### config.mk
export PLATFORM = sky130hd
export DESIGN_NAME = knob_button_midi_cc_bridge
export DESIGN_NICKNAME = d
export VERILOG_FILES = /design/src/rtl/kbmc_pkg.sv /design/src/rtl/kbmc_knob_mem.sv /design/src/rtl/knob_button_midi_cc_bridge.sv
export SDC_FILE = /design/constraint.sdc
export NUM_CORES = 1
export LEC_CHECK = 0
export BUFFER_PORTS_ARGS = -buffer_cell sky130_fd_sc_hd__buf_2
export CAP_MARGIN = 25
export CORE_AREA = 2 2 148 150
export DETAILED_ROUTE_END_ITERATION = 7
export DIE_AREA = 0 0 150 152
export PLACE_DENSITY = 0.89
export SYNTH_ARGS = -nofsm -noshare
export SYNTH_HDL_FRONTEND = slang
export SYNTH_SLANG_ARGS = --single-unit
### constraint.sdc
create_clock -name aclk -period 11.85 [get_ports aclk]
set_input_delay 2.9625 -clock aclk [delete_from_list [all_inputs] [get_ports aclk]]
set_output_delay 2.9625 -clock aclk [all_outputs]
set_load 0.05 [all_outputs]
### src/rtl/kbmc_pkg.sv
// Shared types, codes and defaults of the knob/button MIDI CC bridge.
package kbmc_pkg;

    localparam int KNOB_COUNT_DEF  = 8;
    localparam int SAMPLE_BITS_DEF = 12;

    localparam int CFG_INDEX_W = 3;
    localparam int CFG_DATA_W  = 56;

    // Item kinds
    localparam logic [1:0] OP_KNOB   = 2'd0;
    localparam logic [1:0] OP_SWITCH = 2'd1;
    localparam logic [1:0] OP_RX     = 2'd2;

    // Configuration register indexes
    localparam logic [CFG_INDEX_W-1:0] CFG_MIDI_CHANNEL = 3'd0;
    localparam logic [CFG_INDEX_W-1:0] CFG_FOOT_CTL     = 3'd1;
    localparam logic [CFG_INDEX_W-1:0] CFG_LED_CTL      = 3'd2;
    localparam logic [CFG_INDEX_W-1:0] CFG_CONTROL_MAP  = 3'd3;

    localparam logic [6:0] CC_MAX = 7'd127;
    localparam logic [6:0] CC_MID = 7'd64;

    typedef struct packed {
        logic [1:0]  op;
        logic [2:0]  knob_index;
        logic [11:0] sample;
        logic        switch_level;
        logic [3:0]  rx_channel;
        logic        rx_is_control_change;
        logic [6:0]  rx_controller;
        logic [6:0]  rx_value;
    } in_item_t;

    typedef struct packed {
        logic       send_valid;
        logic [3:0] send_channel;
        logic [6:0] send_controller;
        logic [6:0] send_value;
        logic       bypass_on;
        logic       led_on;
    } out_item_t;

endpackage

### src/rtl/kbmc_knob_mem.sv
// Last-reported sample store: one write port, one read port, registered read data.
module kbmc_knob_mem #(
    parameter int DEPTH  = 8,
    parameter int WIDTH  = 12,
    parameter int ADDR_W = 3
) (
    input  logic              aclk,
    input  logic              rd_en,
    input  logic [ADDR_W-1:0] rd_addr,
    output logic [WIDTH-1:0]  rd_data,
    input  logic              wr_en,
    input  logic [ADDR_W-1:0] wr_addr,
    input  logic [WIDTH-1:0]  wr_data
);

    logic [WIDTH-1:0] mem [DEPTH];
    logic [WIDTH-1:0] rd_data_reg;

    always_ff @(posedge aclk) begin
        if (wr_en) begin
            mem[wr_addr] <= wr_data;
        end
    end

    // Read-before-write on a same-address collision; the caller forwards.
    always_ff @(posedge aclk) begin
        if (rd_en) begin
            rd_data_reg <= mem[rd_addr];
        end
    end

    assign rd_data = rd_data_reg;

endmodule

### src/rtl/knob_button_midi_cc_bridge.sv
// Top level of the knob/button to MIDI control-change bridge.
//
// The bridge takes one item per cycle while the result side is not stalled, and returns
// exactly one result item per input item, through the evaluate stage register and then the
// output register. An item is accepted in the cycle that its knob's last reported sample
// is read from a small synchronous memory; the item is then evaluated in the evaluate stage
// (threshold compare, footswitch edge, received CC decode), and when it advances, a reported
// knob's memory entry is written back and the result is loaded into the output register. A
// read that hits a write-back to the same knob is forwarded, so samples may go back to back.
// The memory contents are undefined after reset; per-knob valid bits make an unwritten
// entry read as zero, so there is no clearing pass. Configuration writes are always taken
// (cfg_ready is high) and must be done while no item is in flight.
module knob_button_midi_cc_bridge
    import kbmc_pkg::*;
#(
    parameter int KNOB_COUNT  = KNOB_COUNT_DEF,
    parameter int SAMPLE_BITS = SAMPLE_BITS_DEF
) (
    input  logic                   aclk,
    input  logic                   aresetn,

    input  logic                   s_valid,
    output logic                   s_ready,
    input  in_item_t               s_payload,

    output logic                   m_valid,
    input  logic                   m_ready,
    output out_item_t              m_payload,

    input  logic                   cfg_valid,
    output logic                   cfg_ready,
    input  logic [CFG_INDEX_W-1:0] cfg_index,
    input  logic [CFG_DATA_W-1:0]  cfg_data
);

    localparam int KIDX_W       = (KNOB_COUNT > 1) ? $clog2(KNOB_COUNT) : 1;
    localparam int REPORT_SHIFT = SAMPLE_BITS - 7;
    localparam logic [SAMPLE_BITS-1:0] REPORT_STEP = SAMPLE_BITS'(1) << REPORT_SHIFT;

    // Configuration registers
    logic [3:0]            midi_channel_reg;
    logic [6:0]            foot_ctl_reg;
    logic [6:0]            led_ctl_reg;
    logic [CFG_DATA_W-1:0] control_map_reg;

    assign cfg_ready = 1'b1;

    always_ff @(posedge aclk) begin
        if (!aresetn) begin
            midi_channel_reg <= '0;
            foot_ctl_reg     <= '0;
            led_ctl_reg      <= 7'd1;
            control_map_reg  <= '0;
        end else if (cfg_valid && cfg_ready) begin
            case (cfg_index)
                CFG_MIDI_CHANNEL: midi_channel_reg <= cfg_data[3:0];
                CFG_FOOT_CTL:     foot_ctl_reg     <= cfg_data[6:0];
                CFG_LED_CTL:      led_ctl_reg      <= cfg_data[6:0];
                CFG_CONTROL_MAP:  control_map_reg  <= cfg_data;
                default: ;  // drop writes beyond the register list
            endcase
        end
    end

    // Evaluate stage and output register
    logic                   st1_valid_reg;
    in_item_t               st1_item_reg;
    logic                   fwd_hit_reg;
    logic [SAMPLE_BITS-1:0] fwd_data_reg;
    logic [KNOB_COUNT-1:0]  kvalid_reg;
    logic                   switch_seen_reg;
    logic                   bypass_reg;
    logic                   led_reg;
    logic                   m_valid_reg;
    out_item_t              m_payload_reg;

    logic                   s_fire;
    logic                   st1_fire;
    logic [KIDX_W-1:0]      rd_idx;
    logic [KIDX_W-1:0]      st1_idx;
    logic [SAMPLE_BITS-1:0] rd_data;
    logic [SAMPLE_BITS-1:0] st1_smp;
    logic [SAMPLE_BITS-1:0] st1_last;
    logic [SAMPLE_BITS-1:0] st1_diff;
    logic                   st1_in_range;
    logic                   mem_we;
    logic                   switch_seen_next;
    logic                   bypass_next;
    logic                   led_next;
    out_item_t              m_payload_next;

    assign st1_fire = st1_valid_reg && (!m_valid_reg || m_ready);
    assign s_ready  = !st1_valid_reg || st1_fire;
    assign s_fire   = s_valid && s_ready;

    assign rd_idx  = s_payload.knob_index[KIDX_W-1:0];
    assign st1_idx = st1_item_reg.knob_index[KIDX_W-1:0];

    kbmc_knob_mem #(
        .DEPTH  (KNOB_COUNT),
        .WIDTH  (SAMPLE_BITS),
        .ADDR_W (KIDX_W)
    ) u_knob_mem (
        .aclk    (aclk),
        .rd_en   (s_fire),
        .rd_addr (rd_idx),
        .rd_data (rd_data),
        .wr_en   (mem_we),
        .wr_addr (st1_idx),
        .wr_data (st1_smp)
    );

    always_comb begin
        st1_smp      = SAMPLE_BITS'(st1_item_reg.sample);
        st1_in_range = {1'b0, st1_item_reg.knob_index} < 4'(KNOB_COUNT);
        // Forward a write-back that collided with this item's read; unwritten reads as zero.
        if (fwd_hit_reg) begin
            st1_last = fwd_data_reg;
        end else if (kvalid_reg[st1_idx]) begin
            st1_last = rd_data;
        end else begin
            st1_last = '0;
        end
        st1_diff = (st1_smp >= st1_last) ? (st1_smp - st1_last) : (st1_last - st1_smp);

        mem_we           = 1'b0;
        switch_seen_next = switch_seen_reg;
        bypass_next      = bypass_reg;
        led_next         = led_reg;
        m_payload_next   = '0;

        case (st1_item_reg.op)
            OP_KNOB: begin
                if (st1_in_range && (st1_diff > REPORT_STEP)) begin
                    mem_we                         = st1_fire;
                    m_payload_next.send_valid      = 1'b1;
                    m_payload_next.send_channel    = midi_channel_reg;
                    m_payload_next.send_controller =
                        control_map_reg[7*st1_item_reg.knob_index +: 7];
                    // Sample below 2^SAMPLE_BITS keeps the shifted value within 7 bits.
                    m_payload_next.send_value      = 7'(st1_smp >> REPORT_SHIFT);
                end
            end
            OP_SWITCH: begin
                if (st1_item_reg.switch_level != switch_seen_reg) begin
                    switch_seen_next               = st1_item_reg.switch_level;
                    m_payload_next.send_valid      = 1'b1;
                    m_payload_next.send_channel    = midi_channel_reg;
                    m_payload_next.send_controller = foot_ctl_reg;
                    m_payload_next.send_value      = st1_item_reg.switch_level ? CC_MAX : '0;
                end
            end
            OP_RX: begin
                if (st1_item_reg.rx_is_control_change &&
                    (st1_item_reg.rx_channel == midi_channel_reg)) begin
                    // Bypass meaning wins when both controllers are equal.
                    if (st1_item_reg.rx_controller == foot_ctl_reg) begin
                        bypass_next = st1_item_reg.rx_value < CC_MID;
                    end else if (st1_item_reg.rx_controller == led_ctl_reg) begin
                        led_next = st1_item_reg.rx_value > CC_MID;
                    end
                end
            end
            default: ;  // unused op: nothing sent, state held
        endcase

        m_payload_next.bypass_on = bypass_next;
        m_payload_next.led_on    = led_next;
    end

    always_ff @(posedge aclk) begin
        if (!aresetn) begin
            st1_valid_reg   <= 1'b0;
            fwd_hit_reg     <= 1'b0;
            kvalid_reg      <= '0;
            switch_seen_reg <= 1'b0;
            bypass_reg      <= 1'b1;
            led_reg         <= 1'b0;
            m_valid_reg     <= 1'b0;
        end else begin
            if (s_fire) begin
                st1_valid_reg <= 1'b1;
                fwd_hit_reg   <= mem_we && (rd_idx == st1_idx);
            end else if (st1_fire) begin
                st1_valid_reg <= 1'b0;
            end
            if (mem_we) begin
                kvalid_reg[st1_idx] <= 1'b1;
            end
            if (st1_fire) begin
                switch_seen_reg <= switch_seen_next;
                bypass_reg      <= bypass_next;
                led_reg         <= led_next;
                m_valid_reg     <= 1'b1;
            end else if (m_ready) begin
                m_valid_reg <= 1'b0;
            end
        end
    end

    // Payload registers: hold unless advanced
    always_ff @(posedge aclk) begin
        if (s_fire) begin
            st1_item_reg <= s_payload;
            fwd_data_reg <= st1_smp;
        end
        if (st1_fire) begin
            m_payload_reg <= m_payload_next;
        end
    end

    assign m_valid   = m_valid_reg;
    assign m_payload = m_payload_reg;

    // Input stalls only behind a full evaluate stage and a blocked output register.
    a_ready_only_on_stall: assert property (@(posedge aclk) disable iff (!aresetn)
        !s_ready |-> (st1_valid_reg && m_valid_reg && !m_ready))
        else $error("input stalled without a blocked result");

    // A write-back marks its knob entry as written.
    a_wb_marks_valid: assert property (@(posedge aclk) disable iff (!aresetn)
        mem_we |=> kvalid_reg[$past(st1_idx)])
        else $error("knob entry written but not marked valid");

    // A taken result with nothing behind it empties the output register.
    a_output_drains: assert property (@(posedge aclk) disable iff (!aresetn)
        (m_valid && m_ready && !st1_valid_reg) |=> !m_valid)
        else $error("result repeated after transfer");

endmodule

# Word-level counts from Yosys, hierarchy flattened
# Memories as Yosys holds them, arrays and structs flattened. A register that Yosys moved wholly into a read port is not among the register bits.
# Cells that the tools add are included.
# W data, S select, Z words.
dict set report totals {
  ff_bits 158
  mem_bits_rw 96
  in_bits 101
  output_inout_bits 24
  wordCells 92
  mem_count 1
}
# name depth word_bits read_ports rd_ports_with_merged_regs wr line
set memory_table {}
lappend memory_table {u_knob_mem.mem 8 12 1 1 1 kbmc_knob_mem.sv:16} ;# logic [WIDTH-1:0] mem [DEPTH];
dict set report classes {
  add_sub_neg 2
  mul 1
  n_lt_le_gt_ge 6
  n_eq_ne 10
  n_shift 1
  muxes 26
  n_bitwise 1
  reduce_logical 18
}
# operator n
set op_table {}
lappend op_table {{$shiftx A56 B7 Y7} 1}
lappend op_table {{$mux W19} 2}
lappend op_table {{$pmux W19 S2} 1}
lappend op_table {{$mux W12} 3}
lappend op_table {{$sub A12 B12 Y12} 2}
lappend op_table {{$mux W1} 17}
lappend op_table {{$eq A7 B7 Y1} 2}
lappend op_table {{$ge A12 B12 Y1} 1}
lappend op_table {{$gt A12 B6 Y1 const B} 1}
lappend op_table {{$or A8 B8 Y8} 1}
lappend op_table {{$reduce_and A2 Y1} 4}
lappend op_table {{$gt A7 B7 Y1 const B} 1}
lappend op_table {{$lt A7 B7 Y1 const B} 1}
lappend op_table {{$mux W7} 1}
lappend op_table {{$eq A3 B2 Y1 const B} 2}
lappend op_table {{$mul A3 B3 Y6 const A} 1}
lappend op_table {{$logic_and A1 B1 Y1} 5}
lappend op_table {{$eq A4 B4 Y1} 1}
lappend op_table {{$lt A3 B4 Y1 const B} 1}
lappend op_table {{$reduce_bool A2 Y1} 2}
lappend op_table {{$bmux W1 S3} 1}
lappend op_table {{$demux W1 S3} 1}
lappend op_table {{$eq A3 B1 Y1 const B} 1}
lappend op_table {{$eq A3 B3 Y1} 1}
lappend op_table {{9 further kinds} 11}

# Depth between registers and ports, before layout
dict set report logic_depth {
  ltp_word 11
  ltp_mapped 21
  mapped_depth_nobuf 19
}

# By module
# Synthesis repeated with hierarchy kept, for this count alone.
dict set report hier_totals {
  hier_cells 931
  hier_area_um2 11653.7
}
# mod n_inst cells_each area_per_inst_um2 seq_area_each_um2
set modules_own_cells {}
lappend modules_own_cells {knob_button_midi_cc_bridge 1 767 7546.0 3863.7}
lappend modules_own_cells {kbmc_knob_mem 1 164 4107.7 3243.1}

# Worst setup path after synthesis
# No wires, ideal clock.
dict set report synth_timing {
  path_kind {input port to output port}
  start {in m_ready}
  end {out s_ready}
  arrival_time_ps 3491
  required_time_ps 8888
  setup_slack_ps 5397
  stages 2
  path_buffers 0
  path_cell_list {nor2b_1 > nand2_1}
}
dict set report synth_via {
  elab_chain_len 3
}
# item line
set synth_rtl {}
lappend synth_rtl {{start, declared} knob_button_midi_cc_bridge.sv:27} ;# input logic m_ready,
lappend synth_rtl {{$logic_or A1 B1 Y1} knob_button_midi_cc_bridge.sv:92} ;# assign st1_fire = st1_valid_reg && (!m_valid_reg || m_ready);
lappend synth_rtl {{$logic_and A1 B1 Y1} knob_button_midi_cc_bridge.sv:92}
lappend synth_rtl {{$logic_or A1 B1 Y1} knob_button_midi_cc_bridge.sv:93} ;# assign s_ready = !st1_valid_reg || st1_fire;
lappend synth_rtl {{end, declared} knob_button_midi_cc_bridge.sv:23} ;# output logic s_ready,
# No other way between the ends.

# Worst setup path after layout
dict set report layout_timing {
  start {reg st1_item_reg, in the netlist st1_idx[1]}
  end {mem u_knob_mem.mem[3][3] (enable)}
}
dict set report layout_via {
  elab_chain_len 11
  word_cells_on_any_way 13
  classes_between {2 x add/sub; 2 x order compare; 9 x mux}
}
# item line
set layout_rtl {}
lappend layout_rtl {{start, declared} knob_button_midi_cc_bridge.sv:67} ;# in_item_t st1_item_reg;
lappend layout_rtl {{start signal, assigned} knob_button_midi_cc_bridge.sv:204} ;# st1_item_reg <= s_payload;
lappend layout_rtl {{$bmux W1 S3} knob_button_midi_cc_bridge.sv:119} ;# end else if (kvalid_reg[st1_idx]) begin
lappend layout_rtl {{$mux W1 (not written as such)} knob_button_midi_cc_bridge.sv:119}
lappend layout_rtl {{$mux W12} knob_button_midi_cc_bridge.sv:119}
lappend layout_rtl {{$mux W12} knob_button_midi_cc_bridge.sv:117} ;# if (fwd_hit_reg) begin
lappend layout_rtl {{$sub A12 B12 Y12 / $ge A12 B12 Y1 (equally long branches)} knob_button_midi_cc_bridge.sv:124} ;# st1_diff = (st1_smp >= st1_last) ? (st1_smp - st1_last) : (st1_last - st1_smp);
lappend layout_rtl {{$mux W12} knob_button_midi_cc_bridge.sv:124}
lappend layout_rtl {{$gt A12 B6 Y1} knob_button_midi_cc_bridge.sv:134} ;# if (st1_in_range && (st1_diff > REPORT_STEP)) begin
lappend layout_rtl {{$mux W1} knob_button_midi_cc_bridge.sv:134}
lappend layout_rtl {{$mux W1} knob_button_midi_cc_bridge.sv:132} ;# case (st1_item_reg.op)
lappend layout_rtl {{$mux W1} kbmc_knob_mem.sv:20} ;# if (wr_en) begin
lappend layout_rtl {{$mux W1 (not written as such)} kbmc_knob_mem.sv:21} ;# mem[wr_addr] <= wr_data;
lappend layout_rtl {{end, declared} kbmc_knob_mem.sv:16}
# Several ways; a longest one is shown, not always the timed one. The select of a mux whose other input is x is not followed.

==> results.ini <==
[synthesis]
synth.cell_area_um2=11900
synth_edf_count=178
synth_warnings=0
yosys-top-cells-area=edfxtp_1 (45%), dfxtp_1 (15%), mux4_2 (5.3%)
netlist_instances=945
yosysUniqueCellTypes=68
dominantRegCellSynth=edfxtp_1
synth_nets=1072
ys_seq_area_share_pct=59.8
avgSynthCellArea_um2=12.6
synth_top_area_cell=edfxtp_1
ys_ff_latch=266
synth-async-reset-ratio_pct=0
synth_top_area_share_pct=45.0

[finish]
layout_common_cells=edfxtp_1 (178), nand2_1 (166), buf_2 (123)
layout_commonest_cell=edfxtp_1
antenna_cells=0
area_growth_pct=14.8
finish.utilization_pct=63.9
largest_reg_flops=96
fin_cells=1353
layout-drive-gt1-share_pct=23.4
fin_nets=1180

[timing]
relSlewSlack_pct=30.4
max_freq_mhz=148
finalSetupViolations=0
slew_violations=0
hold_viol_final=0
rsz0062_at_grt=no
clock_skew_ps=10.4
fin_crit_sh_pct=57.0
worst_slew_pin_slew_ps=1040
tns_ps=0
final.min_clock_period_ps=6750

[placement]
place_hpwl_um=18400
place_inst=1304
port_buffers=123
place.gp.congestion=0.873

[drt]
drt-total-wl_um=27300
ant_nets=0
dr.first_iter.drc_count=715
post_drt_wl_per_cell_um=20.2
vias_per_cell=5.91
drc_errors=0
firstDrtPassIters=5
vias=7992

[global_routing]
grt_pass1_vias=8074
grtUsageMet2_pct=42.4
grt_use_met1_pct=30.4
grt_max_degree=71
grt.overflow.total=0
met3_usage_pct=3.15
grt-busiest-layer=met2
grt_pass1_wl_um=42800
antenna_found_initial=0
track_usage_pct=24.0

[cts]
htree_num_levels=1
cts.path.max_buffers=3
cts_tree=built
clkLatencyLatePin_ps=530
post_cts.repair.setup_buffers=0
numCtsBuffers=26
cts-root-buf=clkbuf_16
clock_sinks=266
ctsHoldBuffers=0
cts.repair.resized=0
clk_pin_slew_ps=60

[run_status]
outcome=finished, final reports clean

[setup_path]
worst_setup_path_start_kind=register
arrival_ps=7030
crit_buf_inv=3
end_kind=register
path_cells=a311oi_1 -> a31oi_1 -> nor2_1 -> nor2_1 -> a22o_1 -> ha_1 -> inv_1 -> fa_1 -> a21o_2 -> a21o_1 -> a221oi_4 -> mux2i_1 -> xnor2_1 -> or3_4 -> a2111oi_4 -> buf_4 -> nor4_2 -> buf_4
cp.required_ps=12130
r2r_slack_ps=5100
slowest_delay_ps=1040
cp_slowest_cell=edfxtp_1
critPathKind=reg -> reg
path_delay_family=compound AO/OA/AOI/OAI gates
path_max_fanout=30

[floorplan]
start_util_pct=55.6
die_x_um=150
coreArea_um2=21400
die-area_um2=22800
rows=54
die_h_um=152
io-pin-count=125

[power]
fin_total_pwr_mw=2.05
irDropWorstVdd_v=0.000119
cellLeakagePower_nw=4.92
power_density_nw_per_um2=150

[hold_path]
holdCritPathClass=reg -> reg

[run]
drv_cap=0

==> worst paths after layout <==
check                 startpoint                   end  depth (start not counted)
min          control_map_reg[23]   control_map_reg[23]                          2
max reg2reg           st1_idx[1]  u_knob_mem.mem[3][3]                         18
max                   st1_idx[1]  u_knob_mem.mem[3][3]                         18
min reg2reg  control_map_reg[23]   control_map_reg[23]                          2
==> per-layer routing <==
layer | share of wire (%) | vias up | routed length, um
met2 | 52 | 326 | 14200
met4 | 3.3 | 0 | 896
li1 | - | 3677 | -
met3 | 5.6 | 69 | 1520
met5 | 0 | - | 0
met1 | 39 | 3920 | 10700
==> cells in the mapped netlist (10+ instances only) <==
cell type / n
nor4_1: 10
mux4_2: 28
buf_1: 10
mux2_2: 17
nor2b_1: 24
edfxtp_1: 178
xnor2_1: 18
o31ai_1: 10
a21oi_1: 23
nor2_1: 16
mux2i_1: 37
a21boi_0: 58
clkbuf_1: 39
dfxtp_1: 88
inv_1: 31
a21o_1: 10
ha_1: 24
xor2_1: 11
a22o_1: 11
o21ai_0: 13
nand2_1: 166
==> layout make-up <==
| class | count | area (um2) |
|---|---|---|
| Inverter | 32 | 120 |
| Multi-Input combinational cell | 588 | 4440 |
| Clock buffer | 35 | 757 |
| Sequential cell | 266 | 7110 |
| Clock inverter | 13 | 118 |
| Tap cell | 280 | 350 |
| Timing Repair Buffer | 139 | 748 |
| Fill cell | 1501 | 7710 |
==> stage by stage <==
stage	area [um2]	setup WS, ps	hold WS (ps)
global placement	12700	5280	432
floorplan	11900	5400	414
CTS	13600	5180	459
global route	13600	4760	477
finish	13600	5100	463
detailed placement	12800	5220	445
==> tightest hold or removal path, stage by stage, from the launching register on <==
cell      delay (ps)
dfxtp_1          310
nand2_1           50
a21boi_0          60
==> logic make-up (layout without fill, tap and decap cells) <==
family	Yosys count	in the layout	synth area share [%]
DFF	266	266	59.8
and+or+nand+nor	264	264	10.2
AOI/OAI and AO/OA	185	185	11.5
buffers and inverters	91	219	3.29
muxes	83	83	10.2
xor gates and xnor gates	29	29	2.14
adders and majority gates	26	26	2.86
other	1	1	0.0316
==> power breakdown <==
part	leakage, nW	switching (mW)	total, mW	internal, mW
Sequential	2.37	0.0223	1.04	1.02
Combinational	2.12	0.109	0.183	0.0733
Clock	0.431	0.337	0.829	0.492
(Power assumes the default switching activity.)
